===== config.mk =====
export PLATFORM = sky130hd
export DESIGN_NAME = cycle_counter_time_split
export DESIGN_NICKNAME = d
export VERILOG_FILES = /design/src/hw/rtl/ccts_pkg.sv /design/src/hw/rtl/ccts_divider.sv /design/src/hw/rtl/cycle_counter_time_split.sv
export SDC_FILE = /design/constraint.sdc
export NUM_CORES = 1
export LEC_CHECK = 0
export BUFFER_PORTS_ARGS = -buffer_cell sky130_fd_sc_hd__buf_2
export CORE_ASPECT_RATIO = 1.25
export CORE_MARGIN = 1
export CORE_UTILIZATION = 35
export DETAILED_ROUTE_END_ITERATION = 8
export PLACE_DENSITY = 0.56
export SLEW_MARGIN = 10
export SYNTH_ARGS = -nofsm -noshare
export SYNTH_HDL_FRONTEND = slang
export SYNTH_HIERARCHICAL = 1
export SYNTH_SLANG_ARGS = --single-unit

===== constraint.sdc =====
create_clock -name i_clk -period 9.82 [get_ports i_clk]
set_input_delay 0.491 -clock i_clk [delete_from_list [all_inputs] [get_ports i_clk]]
set_output_delay 0.491 -clock i_clk [all_outputs]
set_load 0.05 [all_outputs]

===== src/hw/rtl/ccts_pkg.sv =====
// Shared types and constants for the cycle counter time split block.
`timescale 1ns / 1ps

package ccts_pkg;

    localparam int unsigned MHZ_W   = 10;  // clock frequency register width
    localparam int unsigned DIV_W   = 30;  // divisor / remainder width (1023e6 < 2^30)
    localparam int unsigned DVD_W   = 64;  // dividend and quotient width
    localparam int unsigned STEP_W  = 7;   // step counter width, holds SEC_STEPS
    localparam int unsigned SUB_W   = 10;  // quotient bits of the ms and us passes
    localparam int unsigned SECS_W  = 45;

    localparam logic [STEP_W-1:0] SEC_STEPS = 7'd64;
    localparam logic [STEP_W-1:0] SUB_STEPS = 7'd10;

    localparam logic [19:0]      HZ_PER_MHZ  = 20'd1000000;
    localparam logic [9:0]       KHZ_PER_MHZ = 10'd1000;
    localparam logic [MHZ_W-1:0] CLOCK_RESET = 10'd168;

    // Command to the shared divider, valid in the cycle start is high.
    typedef struct packed {
        logic              start;
        logic [DIV_W-1:0]  divisor;
        logic [DIV_W-1:0]  partial;   // initial partial remainder, below divisor
        logic [DVD_W-1:0]  dividend;  // bits consumed MSB first
        logic [STEP_W-1:0] steps;
    } t_div_cmd;

    // Divider status back to the sequencer.
    typedef struct packed {
        logic             step;      // one quotient bit resolved this cycle
        logic             qbit;      // that bit
        logic             done;      // quotient and remainder final
        logic [DVD_W-1:0] quotient;
        logic [DIV_W-1:0] remainder;
    } t_div_stat;

endpackage


===== src/hw/rtl/ccts_divider.sv =====
// Shared restoring divider, one quotient bit per cycle.
`timescale 1ns / 1ps

module ccts_divider
    import ccts_pkg::*;
(
    input  logic      i_clk,
    input  logic      i_rst_n,
    input  t_div_cmd  i_cmd,
    output t_div_stat o_stat
);

    logic [DIV_W-1:0]  r_rem;
    logic [DIV_W-1:0]  r_div;
    logic [DVD_W-1:0]  r_dvd;   // dividend shifts out on top, quotient shifts in below
    logic [STEP_W-1:0] r_cnt;
    logic              r_busy;
    logic              r_done;

    logic [DIV_W:0]   n_trial;
    logic             n_ge;
    logic [DIV_W:0]   n_diff;
    logic [DIV_W-1:0] n_rem;

    always_comb begin
        n_trial = {r_rem, r_dvd[DVD_W-1]};
        n_ge    = (n_trial >= {1'b0, r_div});
        n_diff  = n_trial - {1'b0, r_div};
        n_rem   = n_ge ? n_diff[DIV_W-1:0] : n_trial[DIV_W-1:0];
    end

    always_ff @(posedge i_clk) begin
        if (!i_rst_n) begin
            r_busy <= 1'b0;
            r_done <= 1'b0;
            r_cnt  <= '0;
        end else begin
            r_done <= 1'b0;
            if (i_cmd.start) begin
                r_rem  <= i_cmd.partial;
                r_div  <= i_cmd.divisor;
                r_dvd  <= i_cmd.dividend;
                r_cnt  <= i_cmd.steps;
                r_busy <= 1'b1;
            end else if (r_busy) begin
                r_rem <= n_rem;
                r_dvd <= {r_dvd[DVD_W-2:0], n_ge};
                r_cnt <= r_cnt - 1'b1;
                if (r_cnt == 7'd1) begin
                    r_busy <= 1'b0;
                    r_done <= 1'b1;
                end
            end
        end
    end

    assign o_stat.step      = r_busy;
    assign o_stat.qbit      = n_ge;
    assign o_stat.done      = r_done;
    assign o_stat.quotient  = r_dvd;
    assign o_stat.remainder = r_rem;

endmodule


===== src/hw/rtl/cycle_counter_time_split.sv =====
// Top level: cycle counter extension to 64 bits and split into seconds, ms and us.
// Sequence per request: load, then the shared divider resolves the seconds
//   (64 quotient bits), then the ms and us parts (10 bits each), then finish.
// Throughput: one request at a time; the next can be taken in the cycle after
//   the result is accepted.
// Reset (i_rst_n, synchronous, active low): clears wrap count, last sample and
//   sequencer; clock_mhz returns to 168.
`timescale 1ns / 1ps

module cycle_counter_time_split
    import ccts_pkg::*;
(
    input  logic              i_clk,
    input  logic              i_rst_n,
    // configuration
    input  logic              i_cfg_we,
    input  logic [MHZ_W-1:0]  i_cfg_wdata,
    // request channel
    input  logic              i_valid,
    output logic              o_ready,
    input  logic [31:0]       i_counter_sample,
    input  logic [31:0]       i_previous_sample,
    // result channel
    output logic              o_valid,
    input  logic              i_ready,
    output logic [63:0]       o_total_cycles,
    output logic [SECS_W-1:0] o_whole_seconds,
    output logic [9:0]        o_millis_part,
    output logic [9:0]        o_micros_part,
    output logic [63:0]       o_total_micros,
    output logic [31:0]       o_delta_cycles
);

    typedef enum logic [3:0] {
        S_IDLE,
        S_LOAD,
        S_SEC_GO,
        S_SEC_RUN,
        S_MS_GO,
        S_MS_RUN,
        S_US_GO,
        S_US_RUN,
        S_FIN,
        S_OUT
    } t_state;

    t_state r_state;

    logic [MHZ_W-1:0]  r_clock_mhz;
    logic [31:0]       r_wrap;
    logic [31:0]       r_last;

    logic [MHZ_W-1:0]  r_mhz;      // effective clock, zero read as 1 MHz
    logic [DIV_W-1:0]  r_hz;
    logic [DIV_W-1:0]  r_per_ms;
    logic [63:0]       r_total;
    logic [31:0]       r_delta;
    logic [63:0]       r_acc;      // secs * 1e6, built MSB first from quotient bits
    logic [SECS_W-1:0] r_secs;
    logic [SUB_W-1:0]  r_ms;
    logic [SUB_W-1:0]  r_us;
    logic [63:0]       r_micros;

    logic              n_accept;
    logic [31:0]       n_wrap;
    logic [19:0]       n_ms_scaled;

    t_div_cmd  div_cmd;
    t_div_stat div_stat;

    ccts_divider u_divider (
        .i_clk   (i_clk),
        .i_rst_n (i_rst_n),
        .i_cmd   (div_cmd),
        .o_stat  (div_stat)
    );

    assign o_ready  = (r_state == S_IDLE);
    assign o_valid  = (r_state == S_OUT);
    assign n_accept = i_valid && o_ready;

    // A sample below the last one means the hardware counter wrapped.
    assign n_wrap = (i_counter_sample < r_last) ? r_wrap + 32'd1 : r_wrap;

    assign n_ms_scaled = {10'd0, r_ms} * {10'd0, KHZ_PER_MHZ};

    // Divider commands. The ms and us passes resolve only 10 quotient bits:
    // the remainder is below divisor * 1024, so its top part already sits
    // below the divisor and seeds the partial remainder.
    always_comb begin
        div_cmd          = '0;
        div_cmd.dividend = {div_stat.remainder[SUB_W-1:0], {(DVD_W-SUB_W){1'b0}}};
        div_cmd.partial  = {{SUB_W{1'b0}}, div_stat.remainder[DIV_W-1:SUB_W]};
        div_cmd.steps    = SUB_STEPS;
        case (r_state)
            S_SEC_GO: begin
                div_cmd.start    = 1'b1;
                div_cmd.divisor  = r_hz;
                div_cmd.partial  = '0;
                div_cmd.dividend = r_total;
                div_cmd.steps    = SEC_STEPS;
            end
            S_MS_GO: begin
                div_cmd.start   = 1'b1;
                div_cmd.divisor = r_per_ms;
            end
            S_US_GO: begin
                div_cmd.start   = 1'b1;
                div_cmd.divisor = {{(DIV_W-MHZ_W){1'b0}}, r_mhz};
            end
            default: begin
                div_cmd.start = 1'b0;
            end
        endcase
    end

    always_ff @(posedge i_clk) begin
        if (!i_rst_n) begin
            r_state     <= S_IDLE;
            r_clock_mhz <= CLOCK_RESET;
            r_wrap      <= '0;
            r_last      <= '0;
        end else begin
            if (i_cfg_we) begin
                r_clock_mhz <= i_cfg_wdata;
            end
            case (r_state)
                S_IDLE: begin
                    if (n_accept) begin
                        r_wrap  <= n_wrap;
                        r_last  <= i_counter_sample;
                        r_total <= {n_wrap, i_counter_sample};
                        r_delta <= i_counter_sample - i_previous_sample;
                        r_mhz   <= (r_clock_mhz == '0) ? 10'd1 : r_clock_mhz;
                        r_state <= S_LOAD;
                    end
                end
                S_LOAD: begin
                    r_hz     <= {{(DIV_W-MHZ_W){1'b0}}, r_mhz} * {10'd0, HZ_PER_MHZ};
                    r_per_ms <= {{(DIV_W-MHZ_W){1'b0}}, r_mhz} * {20'd0, KHZ_PER_MHZ};
                    r_state  <= S_SEC_GO;
                end
                S_SEC_GO: begin
                    r_acc   <= '0;
                    r_state <= S_SEC_RUN;
                end
                S_SEC_RUN: begin
                    // Horner form: acc = 2*acc + qbit*1e6 per quotient bit
                    if (div_stat.step) begin
                        r_acc <= {r_acc[62:0], 1'b0}
                                 + (div_stat.qbit ? {44'd0, HZ_PER_MHZ} : 64'd0);
                    end
                    if (div_stat.done) begin
                        r_secs  <= div_stat.quotient[SECS_W-1:0];
                        r_state <= S_MS_GO;
                    end
                end
                S_MS_GO: begin
                    r_state <= S_MS_RUN;
                end
                S_MS_RUN: begin
                    if (div_stat.done) begin
                        r_ms    <= div_stat.quotient[SUB_W-1:0];
                        r_state <= S_US_GO;
                    end
                end
                S_US_GO: begin
                    r_state <= S_US_RUN;
                end
                S_US_RUN: begin
                    if (div_stat.done) begin
                        r_us    <= div_stat.quotient[SUB_W-1:0];
                        r_state <= S_FIN;
                    end
                end
                S_FIN: begin
                    r_micros <= r_acc + {44'd0, n_ms_scaled} + {54'd0, r_us};
                    r_state  <= S_OUT;
                end
                S_OUT: begin
                    if (i_ready) begin
                        r_state <= S_IDLE;
                    end
                end
                default: begin
                    r_state <= S_IDLE;
                end
            endcase
        end
    end

    assign o_total_cycles  = r_total;
    assign o_whole_seconds = r_secs;
    assign o_millis_part   = r_ms;
    assign o_micros_part   = r_us;
    assign o_total_micros  = r_micros;
    assign o_delta_cycles  = r_delta;

endmodule


## Yosys cells after proc, flatten, opt, wreduce, memory -nomap -nowiden

Index checks and enable logic that the tools add are counted.

- Bits in registers: 551
- Bits of input ports: 79
- Output and inout bits: 227
- Logic and storage cells: 92

- Add/subtract/negate cells: 7
- Multiply operators: 3
- Magnitude comparators: 2
- Eq/ne operators: 16
- Muxes and demuxes: 24
- Bitwise gates (word level): 2
- Reduce and logical (&&, ||, !) cells: 18

Operator list:

| operator | count |
|---|---|
| 2-to-1 mux 64 bit | 3 |
| adder 64 x 20 -> 64 bit | 2 |
| one-hot mux 64 bit (2 select lines) | 1 |
| 2-to-1 mux 91 bit | 1 |
| 2-to-1 mux 30 bit | 3 |
| one-hot mux 30 bit (3 select lines) | 1 |
| adder 64 x 10 -> 64 bit | 1 |
| one-hot mux 4 bit (10 select lines) | 1 |
| multiplier 10 x 7 -> 17 bit, second input constant | 2 |
| adder 32 x 1 -> 32 bit, second input constant | 1 |
| < comparator 32 bit | 1 |
| 2-to-1 mux 32 bit | 1 |
| subtractor 32 bit | 1 |
| >= comparator 31 x 30 -> 1 bit | 1 |
| subtractor 30 bit | 1 |
| multiplier 10 x 14 -> 24 bit, second input constant | 1 |
| 2-to-1 mux 20 bit | 1 |
| 2-to-1 mux 4 bit | 5 |
| equality test 4 x 3 -> 1 bit, second input constant | 4 |
| AND reduction 3 bit | 5 |
| 2-to-1 mux 7 bit | 2 |
| inequality test 2 x 1 -> 1 bit, second input constant | 6 |
| logical NOT 10 bit | 1 |
| AND reduction 2 bit | 5 |
| 12 further kinds | 21 |

## Logic depth before layout (Yosys ltp)

- Word-level depth: 5
- Gate-level depth with buffers: 26
- Gate-level depth less buffers: 25

## Cells and area by module

Netlist, hierarchy kept.

Modules (own cells, without submodules):

| module | times used | cells an instance | area each (um2) |
|---|---|---|---|
| cycle_counter_time_split | 1 | 2399 | 25738.4 |
| ccts_divider | 1 | 597 | 7263.2 |

## Least setup slack after synthesis

No wires, ideal clock.

- Path kind: reg2reg
- Start: register r_state[1]
- End: register r_delta[0], in the netlist o_delta_cycles[0] (enable)
- Library setup time: 0.572 ns
- Arrival: 7.224 ns
- Required time: 9.248 ns
- Path slack: 2.023 ns
- Cell stages (with the launch flop): 7
- Cells stage by stage: dfxtp_1 clkbuf_1 nor4_1 nand2_1 clkbuf_1 clkbuf_1 nor2_1

- Word-level cells in the longest chain between the ends: 3

RTL lines:

| item | line | source |
|---|---|---|
| from (decl) | cycle_counter_time_split.sv:47 | `t_state r_state;` |
| from (signal assigned) | cycle_counter_time_split.sv:119 | `r_state <= S_IDLE;` |
| from (signal assigned) | cycle_counter_time_split.sv:135 | `r_state <= S_LOAD;` |
| from (signal assigned) | cycle_counter_time_split.sv:141 | `r_state <= S_SEC_GO;` |
| logical NOT 4 bit (*) | cycle_counter_time_split.sv:78 | `assign o_ready = (r_state == S_IDLE);` |
| net o_ready | cycle_counter_time_split.sv:20 | `output logic o_ready,` |
| logical AND 1 bit | cycle_counter_time_split.sv:80 | `assign n_accept = i_valid && o_ready;` |
| AND reduction 3 bit (no line) (*) | -- |  |
| to (signal assigned) | cycle_counter_time_split.sv:133 | `r_delta <= i_counter_sample - i_previous_sample;` |
| to (decl) | cycle_counter_time_split.sv:57 | `logic [31:0] r_delta;` |

Mark *: on every way through the listed nets, which the timed path passes. The rest lies on a longest branch.
A chain may end at the register's enable or synchronous reset.

## Worst setup path in the final report

- Start: register r_ms[5], in the netlist o_millis_part[5]
- End: register r_micros[45], in the netlist o_total_micros[45] (data pin)

- Word-level cells in the longest chain between the ends: 3

RTL lines:

| item | line | source |
|---|---|---|
| from (decl) | cycle_counter_time_split.sv:60 | `logic [SUB_W-1:0] r_ms;` |
| from (signal assigned) | cycle_counter_time_split.sv:163 | `r_ms <= div_stat.quotient[SUB_W-1:0];` |
| multiplier 10 x 7 -> 17 bit | cycle_counter_time_split.sv:85 | `assign n_ms_scaled = {10'd0, r_ms} * {10'd0, KHZ_PER_MHZ};` |
| adder 64 x 20 -> 64 bit | cycle_counter_time_split.sv:177 | `r_micros <= r_acc + {44'd0, n_ms_scaled} + {54'd0, r_us};` |
| adder 64 x 10 -> 64 bit | cycle_counter_time_split.sv:177 |  |
| to (signal assigned) | cycle_counter_time_split.sv:177 |  |
| to (decl) | cycle_counter_time_split.sv:62 | `logic [63:0] r_micros;` |

Every way passes these cells.

==> run metrics <==
Yosys top cell area share=0.415; asr flop ratio synth=0; setup TNS=0 ps; # port buffers=305; Cells after Synth=approximately 3000; clock root buffer=clkbuf_16; cts hold-fix bufs=0; total chip power=6.51 mW; Yosys reg bits=543; DP HPWL=62300 um; Post-synth top cells=edfxtp_1 (456), ha_1 (279), inv_1 (279); setup ws final=between 3000 and 4000 ps; Setup CP Type=reg2reg; total die area=95500 um^2; Max Fclk=approximately 150 MHz; CTS clk-pin slew, worst paths=60 ps; Synth Area in XOR/XNOR=0.0650; max cap viols=0; first-pass GRT wire length=roughly 130000 um; cell family with most CP delay=adder cells; Tcrit/Tclk final=0.675; RSZ-0062 raised after global routing=false; number of buffers and inverters on the critical path=5; slowest cell on the critical path=fa_1; hold violation count in the final report=0; Max Root-Sink Buffers=3; Place WS=3260 ps; All-Layer GR Usage=0.173; # DRC=0; CTS H-tree depth=2; vias in the first global route=22613; Slew HR=0.280; DR WL met3=around 3500 um; Nets=3729; Die Span Y=345 um; met2 routed wirelength=between 40000 and 50000 um; setup violators final=0; Core Box Area=93200 um^2; Final Slew Violations=0; VDD IR max=0.142 mV; total power per unit cell area=approximately 170 nW/um^2; Synth Area in Compound Gates=0.0954; Crit path required time=10180 ps; startpoint types=flip-flop; GPL Wtd Cong=0.856; fin crit period=6630 ps; Setup Skew=approximately 44 ps; Adder-Cell Fraction of Synth Area=0.159; met1 wire length=35800 um; count leader, synth=edfxtp_1; Post-Synth Simple-Gate Area=0.133; Main synth FF type=edfxtp_1; largest net degree at the start of global routing=91; status=finished clean; synthesized area per cell=11.0 um^2; post-cts sizing count=0; CP max stage delay=520 ps; post-route ant nets=0; layout cells sized above 1=0.170; post-detailed-route wirelength per cell=18.5 um; Initial Util=0.354; Seq/Total Area, Yosys=0.468; post-synthesis mux area share=0.0334; Synth Warn #=6; Post-synth EDFFs=456; setup bufs post-CTS=0; Overflow after GRT=0; via count=22957; drt total wl=~84000 um; ranking of synthesized cells by area=edfxtp_1 (41%), ha_1 (11%), fa_1 (5.3%), dfxtp_1 (5.3%), xnor2_1 (3.9%); Worst-Skew Late Latency=between 600 and 700 ps; area grow syn2layout=14.9%; TritonCTS clock tree=built; Clock Sinks=543; initial antenna violation count=4; Netlist cell types=89; Mapped Area=about 33000 um^2; num rows=125; CTS Buf Count=59; Worst EP arrival=7000 ps; Setup crit end kind=flip-flop; DR pass1 iterations=5; worst-path maximum fanout=22; cell accounting for the most synthesized area=edfxtp_1; Via-to-Cell Ratio=5.05; Hold Path Class=in2reg; main combinational cell family by area after synthesis=adder cells; Top Layer Used=met5; Static Leakage=15.2 nW; Initial DRC Count=1224; Die X=277 um; IO Pins=around 300; Worst-Margin Slew=1070 ps
[worst paths after layout]
kind	from	to	slack, ps	cells past startpoint
setup / recovery	o_millis_part[5]$_DFFE_PP_	o_total_micros[45]$_DFFE_PP_	3190	25
setup reg to reg	o_millis_part[5]$_DFFE_PP_	o_total_micros[45]$_DFFE_PP_	3190	25
hold reg to reg	u_divider/r_dvd[11]$_DFFE_PP_	o_whole_seconds[11]$_DFFE_PP_	450	0
hold / removal	i_counter_sample[24]	o_total_cycles[24]$_DFFE_PP_	70	1
[registers in the layout (all words and copies together) (netlist names)]
name / count
o_total_cycles: 64
o_total_micros: 64
u_divider/r_dvd: 64
r_acc: 58
o_whole_seconds: 45
o_delta_cycles: 32
r_last: 32
r_wrap: 32
u_divider/r_div: 30
u_divider/r_rem: 30
r_hz: 22
r_per_ms: 17
o_micros_part: 10
o_millis_part: 10
r_clock_mhz: 10
r_mhz: 10
u_divider/r_cnt: 7
r_state: 4
u_divider/r_busy: 1
u_divider/r_done: 1
[per-layer routing]
layer | up-vias | GRT usage
met2 | 485 | 0.305
li1 | 11217 | -
met4 | 4 | 0.0580
met1 | 11128 | 0.217
met5 | - | 0
met3 | 123 | 0.0245
[layout make-up]
| class | count | area, um^2 |
|---|---|---|
| tap | 1206 | 1510 |
| clock buffer | 70 | 1580 |
| clock inverter | 41 | 462 |
| sequential | 543 | 15400 |
| antenna | 3 | 7.51 |
| multi-input combinational | 2068 | 16100 |
| inverter | 282 | 1060 |
| fill | 9066 | 55300 |
| timing repair buffer | 329 | 1710 |
[metrics by stage]
stage               cells  area [um^2]  hold WS (ps)   util
finish               4542        37900          74.3  0.407
global route         4541        37900          42.6  0.407
CTS                  4539        37900          30.4  0.407
detailed placement   4428        35900           433  0.385
global placement     4428        35900           426  0.385
floorplan            3009        33100           422      -
[power by group]
group          switching [mW]  leakage [nW]  internal, mW
Clock                   0.991         0.984          1.34
Combinational           0.825          9.28         0.573
Sequential             0.0846          4.93          2.69
[placed cells by master (no fill, tap or decap), drive strengths merged, types with 74 or more instances in the layout]
cell / n
a21oi: 169
and2: 101
buf: 329
dfxtp: 87
edfxtp: 456
fa: 88
ha: 279
inv: 285
mux2: 74
nand2: 211
nand3: 96
nor2: 186
o21ai: 78
xnor2: 148
xor2: 97
[cell families after synthesis]
group,Yosys count
compound gates,470
other cells,1
fa+ha+maj,367
simple gates,871
mux,101
xor+xnor,245
flops,543
buf+inv,398
(Power assumes the default switching activity.)
